$ cat src/hdl/ssr_pkg.sv
// shared constants, types and digit helpers for the seven-segment refresh block
package ssr_pkg;

    localparam int CHAIN_BYTES    = 5;
    localparam int NUM_INDICATORS = 30;
    localparam int FRAME_BITS     = CHAIN_BYTES * 8;
    localparam int CNT_W          = $clog2(FRAME_BITS);

    localparam int MODE_W  = 2;
    localparam int ID_W    = 7;
    localparam int VALUE_W = 8;
    localparam int ON_W    = 30;
    localparam int DIGIT_W = 4;

    localparam logic [7:0]      SEL_KEEP_MASK = 8'hFC;
    localparam logic [7:0]      SEL_IDLE      = 8'h00;
    localparam logic [7:0]      SEL_TENS      = 8'h02;
    localparam logic [7:0]      SEL_UNITS     = 8'h01;
    localparam logic [ID_W-1:0] DISPLAY_MAX   = 7'd99;
    localparam logic [CNT_W-1:0] LAST_BIT     = CNT_W'(FRAME_BITS - 1);

    typedef enum logic [MODE_W-1:0] {
        MODE_IDLE    = 2'd0,
        MODE_CHOOSE  = 2'd1,
        MODE_CONTROL = 2'd2,
        MODE_OTHER   = 2'd3
    } mode_t;

    // byte 0 is sent first: it sits in the top bits
    typedef logic [FRAME_BITS-1:0] frame_t;

    // active-low segment patterns
    function automatic logic [7:0] seg_pattern(input logic [DIGIT_W-1:0] d);
        logic [7:0] p;
        case (d)
            4'd0:    p = 8'h03;
            4'd1:    p = 8'h9F;
            4'd2:    p = 8'h25;
            4'd3:    p = 8'h0D;
            4'd4:    p = 8'h99;
            4'd5:    p = 8'h49;
            4'd6:    p = 8'h41;
            4'd7:    p = 8'h1F;
            4'd8:    p = 8'h01;
            4'd9:    p = 8'h09;
            default: p = 8'hFF;
        endcase
        return p;
    endfunction

    // v / 10 for v <= 99 by reciprocal multiply
    function automatic logic [DIGIT_W-1:0] tens_of(input logic [ID_W-1:0] v);
        logic [13:0] prod;
        prod = 14'(v) * 14'd103;
        return prod[13:10];
    endfunction

    // v % 10 given the tens digit
    function automatic logic [DIGIT_W-1:0] units_of(input logic [ID_W-1:0] v,
                                                    input logic [DIGIT_W-1:0] t);
        logic [ID_W-1:0] r;
        r = v - {t, 3'b000} - {2'b00, t, 1'b0};
        return r[DIGIT_W-1:0];
    endfunction

endpackage

$ cat src/hdl/ssr_tick_if.sv
// refresh tick channel: one item per display refresh
interface ssr_tick_if;
    logic                         valid;
    logic                         ready;
    logic [ssr_pkg::MODE_W-1:0]   mode;
    logic [ssr_pkg::ID_W-1:0]     chosen_id;
    logic [ssr_pkg::VALUE_W-1:0]  selected_value;
    logic                         main_switch;
    logic [ssr_pkg::ON_W-1:0]     device_on_bits;

    modport source (output valid, mode, chosen_id, selected_value, main_switch,
                    device_on_bits, input ready);
    modport sink   (input valid, mode, chosen_id, selected_value, main_switch,
                    device_on_bits, output ready);
endinterface

$ cat src/hdl/ssr_serial_if.sv
// serial bit channel toward the shift register chain
interface ssr_serial_if;
    logic valid;
    logic ready;
    logic data_bit;
    logic latch_after;
    logic last;

    modport source (output valid, data_bit, latch_after, last, input ready);
    modport sink   (input valid, data_bit, latch_after, last, output ready);
endinterface

$ cat src/hdl/ssr_front.sv
// front end: takes ticks, tracks the digit phase and builds frames
module ssr_front (
    input  logic              clk,
    input  logic              rst_n,
    ssr_tick_if.sink          tick,
    input  logic              q_full,
    output logic              push,
    output ssr_pkg::frame_t   push_frame
);

    logic                             phase_reg;
    logic                             phase_next;
    logic                             accept;
    logic                             new_phase;
    ssr_pkg::mode_t                   mode_v;
    logic [ssr_pkg::ID_W-1:0]         shown;
    logic [ssr_pkg::DIGIT_W-1:0]      tens;
    logic [ssr_pkg::DIGIT_W-1:0]      units;
    logic [7:0]                       sel;
    logic [7:0]                       pattern;
    logic [7:0]                       byte1;
    ssr_pkg::frame_t                  frame;

    assign tick.ready = ~q_full;
    assign accept     = tick.valid & tick.ready;
    assign mode_v     = ssr_pkg::mode_t'(tick.mode);
    assign new_phase  = ~phase_reg;
    assign phase_next = accept ? new_phase : phase_reg;

    always_ff @(posedge clk or negedge rst_n)
    begin
        if (!rst_n)
        begin
            phase_reg <= 1'b0;
        end
        else
        begin
            phase_reg <= phase_next;
        end
    end

    // value to show, saturated at 99
    always_comb
    begin
        if (mode_v == ssr_pkg::MODE_CHOOSE)
        begin
            shown = (tick.chosen_id > ssr_pkg::DISPLAY_MAX) ? ssr_pkg::DISPLAY_MAX
                                                            : tick.chosen_id;
        end
        else
        begin
            shown = (tick.selected_value > ssr_pkg::VALUE_W'(ssr_pkg::DISPLAY_MAX))
                    ? ssr_pkg::DISPLAY_MAX : tick.selected_value[ssr_pkg::ID_W-1:0];
        end
    end

    assign tens  = ssr_pkg::tens_of(shown);
    assign units = ssr_pkg::units_of(shown, tens);

    always_comb
    begin
        unique case (mode_v) inside
            ssr_pkg::MODE_CHOOSE, ssr_pkg::MODE_CONTROL:
            begin
                sel     = new_phase ? ssr_pkg::SEL_UNITS : ssr_pkg::SEL_TENS;
                pattern = ssr_pkg::seg_pattern(new_phase ? units : tens);
            end
            default:
            begin
                sel     = ssr_pkg::SEL_IDLE;
                pattern = ssr_pkg::seg_pattern('0);
            end
        endcase
    end

    // indicators are active low; ones beyond the chain are dropped
    always_comb
    begin
        frame = '1;
        for (int i = 0; i < ssr_pkg::NUM_INDICATORS; i++)
        begin
            if (i / 8 < ssr_pkg::CHAIN_BYTES)
            begin
                frame[(i / 8) * 8 + 7 - (i % 8)] =
                    ~(tick.main_switch & tick.device_on_bits[i]);
            end
        end
        byte1 = (frame[(ssr_pkg::CHAIN_BYTES - 2) * 8 +: 8] & ssr_pkg::SEL_KEEP_MASK) | sel;
        frame[(ssr_pkg::CHAIN_BYTES - 2) * 8 +: 8] = byte1;
        frame[(ssr_pkg::CHAIN_BYTES - 1) * 8 +: 8] = pattern;
    end

    assign push       = accept && (mode_v != ssr_pkg::MODE_OTHER);
    assign push_frame = frame;

`ifndef NO_ASSERTIONS
    a_other_no_push: assert property (@(posedge clk) disable iff (!rst_n)
        accept && (mode_v == ssr_pkg::MODE_OTHER) |-> !push)
        else $error("mode 3 tick produced a frame");

    a_phase_toggles: assert property (@(posedge clk) disable iff (!rst_n)
        accept |=> (phase_reg != $past(phase_reg)))
        else $error("digit phase did not toggle on tick");

    a_no_push_full: assert property (@(posedge clk) disable iff (!rst_n)
        q_full |-> !push)
        else $error("frame pushed into full queue");
`endif

endmodule

$ cat src/hdl/ssr_queue.sv
// two-entry frame queue between front and back
module ssr_queue (
    input  logic              clk,
    input  logic              rst_n,
    input  logic              push,
    input  ssr_pkg::frame_t   push_frame,
    input  logic              pop,
    output logic              full,
    output logic              head_valid,
    output ssr_pkg::frame_t   head_frame
);

    ssr_pkg::frame_t  entry_reg [2];
    logic             wr_ptr_reg;
    logic             wr_ptr_next;
    logic             rd_ptr_reg;
    logic             rd_ptr_next;
    logic [1:0]       count_reg;
    logic [1:0]       count_next;

    assign full       = (count_reg == 2'd2);
    assign head_valid = (count_reg != 2'd0);
    assign head_frame = entry_reg[rd_ptr_reg];

    always_comb
    begin
        wr_ptr_next = push ? ~wr_ptr_reg : wr_ptr_reg;
        rd_ptr_next = pop  ? ~rd_ptr_reg : rd_ptr_reg;
        count_next  = count_reg + 2'(push) - 2'(pop);
    end

    always_ff @(posedge clk or negedge rst_n)
    begin
        if (!rst_n)
        begin
            wr_ptr_reg <= 1'b0;
            rd_ptr_reg <= 1'b0;
            count_reg  <= 2'd0;
        end
        else
        begin
            wr_ptr_reg <= wr_ptr_next;
            rd_ptr_reg <= rd_ptr_next;
            count_reg  <= count_next;
        end
    end

    always_ff @(posedge clk)
    begin
        if (push)
        begin
            entry_reg[wr_ptr_reg] <= push_frame;
        end
    end

`ifndef NO_ASSERTIONS
    a_count_range: assert property (@(posedge clk) disable iff (!rst_n)
        count_reg <= 2'd2)
        else $error("queue count out of range");

    a_pop_nonempty: assert property (@(posedge clk) disable iff (!rst_n)
        pop |-> head_valid)
        else $error("pop from empty queue");

    a_ptr_track: assert property (@(posedge clk) disable iff (!rst_n)
        (count_reg == 2'd1) |-> (wr_ptr_reg != rd_ptr_reg))
        else $error("queue pointers disagree with count");
`endif

endmodule

$ cat src/hdl/ssr_back.sv
// back end: shifts a frame out one bit per transfer
module ssr_back (
    input  logic              clk,
    input  logic              rst_n,
    input  logic              head_valid,
    input  ssr_pkg::frame_t   head_frame,
    output logic              pop,
    ssr_serial_if.source      serial
);

    logic                        busy_reg;
    logic                        busy_next;
    ssr_pkg::frame_t             shift_reg;
    ssr_pkg::frame_t             shift_next;
    logic [ssr_pkg::CNT_W-1:0]   cnt_reg;
    logic [ssr_pkg::CNT_W-1:0]   cnt_next;
    logic                        xfer;
    logic                        done;
    logic                        load;

    assign xfer = serial.valid & serial.ready;
    assign done = xfer && (cnt_reg == ssr_pkg::LAST_BIT);
    assign load = head_valid && (!busy_reg || done);
    assign pop  = load;

    always_comb
    begin
        busy_next  = busy_reg;
        shift_next = shift_reg;
        cnt_next   = cnt_reg;
        if (load)
        begin
            busy_next  = 1'b1;
            shift_next = head_frame;
            cnt_next   = '0;
        end
        else if (done)
        begin
            busy_next = 1'b0;
        end
        else if (xfer)
        begin
            shift_next = {shift_reg[ssr_pkg::FRAME_BITS-2:0], 1'b1};
            cnt_next   = cnt_reg + 1'b1;
        end
    end

    always_ff @(posedge clk or negedge rst_n)
    begin
        if (!rst_n)
        begin
            busy_reg <= 1'b0;
            cnt_reg  <= '0;
        end
        else
        begin
            busy_reg <= busy_next;
            cnt_reg  <= cnt_next;
        end
    end

    always_ff @(posedge clk)
    begin
        shift_reg <= shift_next;
    end

    assign serial.valid       = busy_reg;
    assign serial.data_bit    = shift_reg[ssr_pkg::FRAME_BITS-1];
    assign serial.latch_after = (cnt_reg[2:0] == 3'b111);
    assign serial.last        = (cnt_reg == ssr_pkg::LAST_BIT);

`ifndef NO_ASSERTIONS
    a_cnt_range: assert property (@(posedge clk) disable iff (!rst_n)
        busy_reg |-> (cnt_reg <= ssr_pkg::LAST_BIT))
        else $error("bit counter past end of frame");

    a_idle_after_last: assert property (@(posedge clk) disable iff (!rst_n)
        done && !head_valid |=> !busy_reg)
        else $error("still busy after final bit with no frame queued");

    a_chain_after_last: assert property (@(posedge clk) disable iff (!rst_n)
        done && head_valid |=> busy_reg && (cnt_reg == '0))
        else $error("queued frame not started after final bit");
`endif

endmodule

$ cat src/hdl/seven_segment_led_chain_refresh.sv
// top level of the seven-segment refresh for a chain of shift registers
//
// tick channel: one transfer per display refresh, carrying mode, chosen_id,
//   selected_value, main_switch and device_on_bits
// serial channel: one transfer per serial bit, data_bit plus latch_after
//   (storage latch follows, every eighth bit) and last (final bit of frame)
// a frame is ssr_pkg::CHAIN_BYTES bytes, byte 0 first, msb first; byte 0 is the
//   segment pattern, byte 1 bits 1:0 the digit select, the rest indicators
// mode 3 ticks are taken and toggle the digit phase but send no frame
// a tick's frame is registered into a queue entry, then loaded into the shifter,
//   whose top bit is then offered as the first bit of the frame
// throughput: one bit per cycle while the receiver is ready, set by the serial
//   shifter; frames follow each other with no gap when the next one is queued
// the front builds a whole frame in the tick cycle and a two-entry queue holds
//   frames, so ticks are taken while the shifter still streams a frame
// reset clears the digit phase (first tick shows units), empties the queue and
//   idles the shifter
// when the receiver stalls the shifter holds its bit; ticks keep flowing until
//   the queue is full, then tick.ready drops
module seven_segment_led_chain_refresh (
    input  logic          clk,
    input  logic          rst_n,
    ssr_tick_if.sink      tick,
    ssr_serial_if.source  serial
);

    // front to queue
    logic             push;
    ssr_pkg::frame_t  push_frame;
    logic             q_full;

    // queue to back
    logic             pop;
    logic             head_valid;
    ssr_pkg::frame_t  head_frame;

    ssr_front u_front (
        .clk        (clk),
        .rst_n      (rst_n),
        .tick       (tick),
        .q_full     (q_full),
        .push       (push),
        .push_frame (push_frame)
    );

    ssr_queue u_queue (
        .clk        (clk),
        .rst_n      (rst_n),
        .push       (push),
        .push_frame (push_frame),
        .pop        (pop),
        .full       (q_full),
        .head_valid (head_valid),
        .head_frame (head_frame)
    );

    ssr_back u_back (
        .clk        (clk),
        .rst_n      (rst_n),
        .head_valid (head_valid),
        .head_frame (head_frame),
        .pop        (pop),
        .serial     (serial)
    );

endmodule
$ cat src/flat_wrapper.sv
// flat-port wrapper written by rule: the top's interface ports become plain ports
module seven_segment_led_chain_refresh_flat 
  (clk, rst_n, tick_valid, tick_mode, tick_chosen_id, tick_selected_value, tick_main_switch, tick_device_on_bits, tick_ready, serial_valid, serial_data_bit, serial_latch_after, serial_last, serial_ready);
  ssr_tick_if tick_i ();
  ssr_serial_if serial_i ();
  input  logic clk;
  input  logic rst_n;
  input wire logic [$bits(tick_i.valid)-1:0] tick_valid;
  input wire logic [$bits(tick_i.mode)-1:0] tick_mode;
  input wire logic [$bits(tick_i.chosen_id)-1:0] tick_chosen_id;
  input wire logic [$bits(tick_i.selected_value)-1:0] tick_selected_value;
  input wire logic [$bits(tick_i.main_switch)-1:0] tick_main_switch;
  input wire logic [$bits(tick_i.device_on_bits)-1:0] tick_device_on_bits;
  output wire logic [$bits(tick_i.ready)-1:0] tick_ready;
  output wire logic [$bits(serial_i.valid)-1:0] serial_valid;
  output wire logic [$bits(serial_i.data_bit)-1:0] serial_data_bit;
  output wire logic [$bits(serial_i.latch_after)-1:0] serial_latch_after;
  output wire logic [$bits(serial_i.last)-1:0] serial_last;
  input wire logic [$bits(serial_i.ready)-1:0] serial_ready;
  assign tick_i.valid = tick_valid;
  assign tick_i.mode = tick_mode;
  assign tick_i.chosen_id = tick_chosen_id;
  assign tick_i.selected_value = tick_selected_value;
  assign tick_i.main_switch = tick_main_switch;
  assign tick_i.device_on_bits = tick_device_on_bits;
  assign tick_ready = tick_i.ready;
  assign serial_valid = serial_i.valid;
  assign serial_data_bit = serial_i.data_bit;
  assign serial_latch_after = serial_i.latch_after;
  assign serial_last = serial_i.last;
  assign serial_i.ready = serial_ready;
  seven_segment_led_chain_refresh u_core (.clk(clk), .rst_n(rst_n), .tick(tick_i), .serial(serial_i));
endmodule
$ cat config.mk
export PLATFORM = sky130hd
export DESIGN_NAME = seven_segment_led_chain_refresh_flat
export DESIGN_NICKNAME = d
export VERILOG_FILES = /design/src/hdl/ssr_pkg.sv /design/src/hdl/ssr_tick_if.sv /design/src/hdl/ssr_serial_if.sv /design/src/hdl/ssr_front.sv /design/src/hdl/ssr_queue.sv /design/src/hdl/ssr_back.sv /design/src/hdl/seven_segment_led_chain_refresh.sv /design/src/flat_wrapper.sv
export SDC_FILE = /design/constraint.sdc
export NUM_CORES = 1
export LEC_CHECK = 0
export BUFFER_PORTS_ARGS = -buffer_cell sky130_fd_sc_hd__buf_2
export CORE_MARGIN = 5
export CORE_UTILIZATION = 50
export CTS_CLUSTER_DIAMETER = 80
export DETAILED_ROUTE_END_ITERATION = 10
export GPL_ROUTABILITY_DRIVEN = 0
export PLACE_DENSITY = 0.68
export SYNTH_ARGS = -nofsm -noshare
export SYNTH_HDL_FRONTEND = slang
export SYNTH_HIERARCHICAL = 1
export SYNTH_SLANG_ARGS = --single-unit
export TNS_END_PERCENT = 20
$ cat constraint.sdc
create_clock -name clk -period 4.2 [get_ports clk]
set_input_delay 0.84 -clock clk [delete_from_list [all_inputs] [get_ports clk]]
set_output_delay 0.84 -clock clk [all_outputs]
set_load 0.02 [all_outputs]
**Yosys cells after proc, flatten, opt, wreduce, memory -nomap -nowiden**

Memories as Yosys holds them, arrays and structs flattened.
Cells that the tools add are included.

- Register bits: 52
- Memory bits (writable): 80
- ROM bits: 112
- Bits of input ports: 52
- Output and inout port bits: 5
- Word-level logic and storage cells: 118
- Memories: 2

- Add/sub/neg operators: 5
- Multiply operators: 1
- $lt $le $gt $ge: 2
- Equality and inequality tests: 7
- Mux-type cells: 17
- Bitwise gates (word level): 67
- Reduce and logical (&&, ||, !) cells: 10

Memory list:

| memory | words | bits a word | read ports | clocked after Yosys merged registers in | write ports | RTL line | RTL |
|---|---|---|---|---|---|---|---|
| (no name shown) | 16 | 7 | 1 | 0 | 0 | ssr_pkg.sv:35 | `case (d)` |
| u_core.u_queue.entry_reg | 2 | 40 | 1 | 0 | 1 | ssr_queue.sv:13 | `ssr_pkg::frame_t entry_reg [2];` |

Operators with widths:

| kind | count |
|---|---|
| $mux W40 | 3 |
| $not A1 Y1 | 34 |
| $and A1 B1 Y1 | 32 |
| $mux W7 | 3 |
| $mux W6 | 3 |
| $mul A7 B7 Y14 const B | 1 |
| $gt A8 B7 Y1 const B | 1 |
| $mux W8 | 1 |
| $or A8 B8 Y8 | 1 |
| $sub A4 B4 Y4 | 2 |
| $gt A7 B7 Y1 const B | 1 |
| $add A6 B1 Y6 const B | 1 |
| $eq A6 B6 Y1 const B | 1 |
| $reduce_bool A2 Y1 | 3 |
| $eq A2 B2 Y1 const B | 2 |
| $mux W1 | 4 |
| $mux W2 | 2 |
| $mux W4 | 1 |
| $eq A3 B3 Y1 const B | 1 |
| $logic_and A1 B1 Y1 | 3 |
| $add A2 B1 Y2 | 1 |
| $eq A2 B1 Y1 const B | 1 |
| $ne A2 B1 Y1 const B | 1 |
| $ne A2 B2 Y1 const B | 1 |
| other kinds (5) | 5 |

**Logic depth before layout (Yosys ltp)**

An unclocked memory read counts as a cell.

- Depth after elaboration: 9
- Depth in mapped cells: 25
- Gate-level depth less buffers: 24

**Hierarchy**

Netlist, hierarchy kept.

By module, submodules not included:

| module | times used | cells each | area each (um^2) | seq. area each (um^2) |
|---|---|---|---|---|
| ssr_queue | 1 | 140 | 3,289.4 | 2,502.4 |
| ssr_back | 1 | 131 | 2,314.7 | 1,376.3 |
| ssr_front | 1 | 227 | 1,724.2 | 25.0 |

**Least setup slack after synthesis**

Ideal clock, no wire load.

- Kind: input -> register
- Start point: input port tick_mode[1]
- End point: memory u_core/u_queue/entry_reg[0][33] in the netlist's numbering (data pin)
- Library setup time: 184 ps
- Data arrival time: 5,781 ps
- Required time: 4,016 ps
- Path slack: -1,765 ps
- Cell stages on the path: 25
- Cells stage by stage: inv_1 ha_1 nor2_1 o21ai_0 o22a_1 ha_1 ha_1 inv_1 fa_1 inv_1 fa_1 ha_1 a211oi_2 o21ai_0 o21ai_0 xor2_1 inv_1 ha_1 xor2_1 xnor3_1 xnor2_1 mux2i_1 buf_4 nor4_1 a211oi_1

- Cells in the longest elaborated chain, start to end: 8
- Elaborated cells on any way between the ends: 10

RTL lines:

| item | RTL line | RTL |
|---|---|---|
| from (decl) | flat_wrapper.sv:9 | `input wire logic [$bits(tick_i.mode)-1:0] tick_mode;` |
| $eq A2 B1 Y1 | ssr_front.sv:45 | `if (mode_v == ssr_pkg::MODE_CHOOSE)` |
| $mux W7 | ssr_front.sv:45 |  |
| $mul A7 B7 Y14 | ssr_pkg.sv:54 | `prod = 14'(v) * 14'd103;` |
| $sub A4 B4 Y4 (2 in a row) | ssr_pkg.sv:62 | `r = v - {t, 3'b000} - {2'b00, t, 1'b0};` |
| $mux W4 | ssr_front.sv:66 | `pattern = ssr_pkg::seg_pattern(new_phase ? units : tens);` |
| $mem_v2 Z16 W7 | - |  |
| $mux W8 (*) | ssr_front.sv:62 | `unique case (mode_v) inside` |
| named net u_core.push_frame[33] | seven_segment_led_chain_refresh.sv:29 | `ssr_pkg::frame_t push_frame;` |
| to (decl) | ssr_queue.sv:13 |  |

The timed path passes the listed nets; every way through them passes the cells marked *.

**Worst setup path in the final report**

- Start point: input port tick_mode[1]
- End point: memory u_core/u_queue/entry_reg[0][35] in the netlist's numbering (data pin)

The elaborated chain is that of the path after synthesis.

==> run summary <==
A synthesized cell averages 14.7 µm². The number of distinct standard cells referenced by the synthesized netlist came out at 60. The net count of the finished layout is 722. The kind of critical path is input pin to flop. In this run the core area contains 44 standard-cell rows. The internal portion of the total power is 3.81 mW. For the worst setup path, the data arrival time is ~5.5 ns. The total of max-cap violations came out at 0. The synthesized net count is 609. After floorplanning, the core was sized to cover 14500 µm². The maximum buffer depth of the clock tree came out at 2. The endpoint identified for the worst register-to-register timing path is u_core/u_back/shift_reg[2].

The worst setup path is captured at a flop. The count of placed standard cells including taps is 770. The number of hold buffers added after CTS was 0.

The post-route fraction of the period consumed by the critical path came out at 1.28. The largest fanout on the critical path is 8. The number of slew-limit violations in the final report came out at 0. The met1 global-route usage is 0.196. Counting every sink on the clock net gives 132.

Before antenna repair, the detailed router went through 4 iterations. The required time of the critical path came out at 4.34 ns. The clock network fraction of total power came out at 0.246.

Setup slack on the worst reg-to-reg path comes out at 1.66 ns. The timing-limited maximum frequency is 0.186 GHz. After detailed routing, the number of remaining DRC violations is 0. The number of synthesized register bits is approximately 130. The share of layout cells above drive strength 1 is 0.445. The met3 track utilization from global routing came out at 0.0434. The leakage power came out at 3.73 nW. The routed layout has 4233 vias. Setup violations remaining at the end of the flow were counted as 14. The clock transition at the registers of the reported paths came out at around 0.05 ns. During I/O placement, the number of pins put on the boundary was 57. The sequential element share of the synthesized area is 0.533.

The combinational group share of total power is 0.424. The switching part of the total is 0.318. The number of hold violations in the final report is 0. The peak supply drop is 0.388 mV. The global routing stage identified its most utilized layer as met2. The register with the most flip-flops in the layout has 80 of them. The tightest min-delay check is of the input pin to async pin type.

The pin count of the biggest net entering global routing is ~40. Clock tree synthesis selected as its root buffer the cell clkbuf_16. For this design the ratio of total power to cell area is between 600 and 700 nW/µm².

The worst-case reg-to-reg path depth came out at 5. The cell area after synthesis is 7330 µm². The post-route minimum period came out at 5.39 ns. The maximum level of the CTS H-tree came out at 4.

The die is 131 µm tall. The total CTS buffers came out at 17. The overall fraction of global-route tracks in use came out at 0.156. The worst-case setup margin in the final layout is -1.19 ns. The library cells used most frequently in the layout, excluding fill and tap cells, are edfxtp_1, mux2_4, buf_4. The global-route wire length before repair came out at 20.7 mm. After synthesis, the share of flip-flops with an asynchronous set or reset is 0.0909.

The met2 global-route usage came out at 0.265. The latest clock arrival within the worst-skew pair came out at 0.41 ns. The synthesized instance count is roughly 500. The final routed wirelength across all metal layers is between 10 and 15 mm. Setup repair after global routing could not meet its margin everywhere. For this run, the leading register cell type out of synthesis is edfxtp_1. The leftover overflow at the end of global routing is 0. The die area is 17200 µm². The relative slew slack came out at 0.207.

Compared with the post-synthesis result, the final layout area differs by 22.2%. The number of vias per cell after detailed routing is 5.25. The switching power came out at 1.78 mW. The sequential fraction of design power came out at 0.331. The worst slack on hold paths came out at 0.303 ns. The final HPWL from detailed placement is between 8 and 9 mm. The count of inserted antenna diode cells came out at 0. The number of antenna violations at the first check in global routing came to 0.

The average routed wire per standard cell came out at approximately 16 µm. The Yosys warning count is 6. The number of buffer cells added on primary ports came out at 56.

The count of flip-flops with a built-in enable after synthesis came out at 120. For the final database, setup skew stands at 0.00847 ns. The flow ran to the end, but the final reports show violations. The final total power is 5.59 mW. Leaving out filler cells and counting taps, the final layout contains approximately 810. The remaining antenna violation count is 0. The transition at the pin with the smallest max-transition slack is 1.19 ns. The final reports fail on setup timing.

The via count of the first global-routing pass came out at 4276. The CTS tree is built. The initial utilization of the core area, before any placement, comes to 0.506.

The library cell used most frequently in the layout, excluding fill and tap cells, is edfxtp_1. The worst register-to-register path begins at u_core/u_back/cnt_reg[0]. The worst setup path is launched from an input pin. After the first detailed-routing iteration, the DRC count stood at about 250.

The die span in x came out at 131 µm.
[cell type report]
| cell class | count | area [µm²] |
|---|---|---|
| Tap cell | 184 | 230 |
| Fill cell | 1106 | 5520 |
| Multi-Input combinational cell | 309 | 3380 |
| Timing Repair Buffer | 112 | 736 |
| Inverter | 39 | 159 |
| Sequential cell | 132 | 3910 |
| Clock inverter | 11 | 113 |
| Clock buffer | 20 | 437 |
[cell families (layout without fill, tap and decap cells)]
logic type | Yosys count | in the layout | synth area share
buf+inv | 57 | 182 | 0.0505
xor+xnor | 14 | 14 | 0.0207
compound gates | 54 | 54 | 0.0570
flops | 132 | 132 | 0.533
mux | 82 | 82 | 0.164
fa+ha+maj | 59 | 59 | 0.109
simple gates | 99 | 99 | 0.0654
other cells | 1 | 1 | 0.000512
[worst max-delay path by stage]
| stage | to | slack (ns) | cells past startpoint | start |
|---|---|---|---|---|
| floorplan | u_core/u_queue/entry_reg[0][33] | -1.29 | 25 | tick_mode[1] |
| global placement | u_core/u_queue/entry_reg[0][37] | -1.65 | 25 | tick_mode[1] |
| detailed placement | u_core/u_queue/entry_reg[0][33] | -1.75 | 26 | tick_mode[1] |
| CTS | u_core/u_queue/entry_reg[1][39] | -1.15 | 27 | tick_mode[1] |
| global route | u_core/u_queue/entry_reg[0][34] | -1.36 | 25 | tick_chosen_id[3] |
| finish | u_core/u_queue/entry_reg[0][35] | -1.19 | 26 | tick_mode[1] |
[worst max-delay path, stage by stage]
cell and delay (ns):
buf_12 0.09, inv_12 0.03, ha_4 0.17, a21boi_4 0.15, a32o_2 0.30, ha_4 0.29
inv_2 0.04, fa_1 0.49, inv_1 0.06, fa_2 0.56, ha_4 0.21, ha_4 0.28
nand4_1 0.09, a21oi_2 0.15, o21ai_1 0.10, xor2_1 0.18, inv_1 0.07, ha_2 0.28
inv_1 0.06, a2bb2oi_1 0.23, xnor2_1 0.15, mux2i_1 0.08, buf_4 0.19, buf_6 0.14
o21ai_0 0.24, a21oi_2 0.07
[timing repair]
item | in CTS | in global routing
setup endpoints to repair | 14 | 14
buffers inserted | 3 | 3
gates resized for setup | 16 | 14
pin swaps | 10 | 8
[cell usage after synthesis, drive strengths merged (2+ instances only)]
cell	count	area share
edfxtp	120	0.49
mux2	81	0.16
ha	51	0.087
nand2	44	0.023
inv	39	0.020
buf	14	0.029
dfrtp	12	0.041
nor2	12	0.0061
o21ai	11	0.0075
a21oi	10	0.0068
fa	8	0.022
nor3	8	0.0055
nand3	7	0.0048
nor2b	7	0.0060
xnor2	7	0.0084
a211oi	5	0.0065
and2	5	0.0046
nand2b	5	0.0043
xor2	5	0.0060
a21o	4	0.0041
clkbuf	4	0.0020
a211o	3	0.0036
o211ai	3	0.0038
a32o	2	0.0027
nand4	2	0.0017
nor4	2	0.0017
o22a	2	0.0024
o31ai	2	0.0027
or2	2	0.0017
[through the flow]
stage	setup WS (ns)	util	setup TNS, ns	cell area, µm²
final	-1.19	0.619	-15.76	8960
after global routing	-1.36	0.619	-18.39	8960
after CTS	-1.15	0.612	-15.34	8870
after detailed placement	-1.75	0.568	-23.47	8230
after global placement	-1.65	0.568	-22.56	8230
after floorplan	-1.29	-	-17.44	7550
[power by group through the flow]
| stage | clock network, mW | logic, mW | registers [mW] |
|---|---|---|---|
| 6_report | 1.37 | 2.37 | 1.85 |
| 2_1_floorplan | 0 | 1.44 | 1.83 |
| 3_5_place_dp | 0 | 2.05 | 1.88 |
| 4_1_cts | 1.39 | 2.19 | 1.85 |
| 5_1_grt | 1.46 | 2.60 | 1.87 |
| 3_3_place_gp | 0 | 1.98 | 1.86 |
[per-layer routing]
layer,vias up,share of wire
li1,2055,-
met4,0,0.0091
met2,81,0.52
met1,2089,0.44
met5,-,0
met3,8,0.033
No activity file was read; power rests on OpenSTA's default activity.
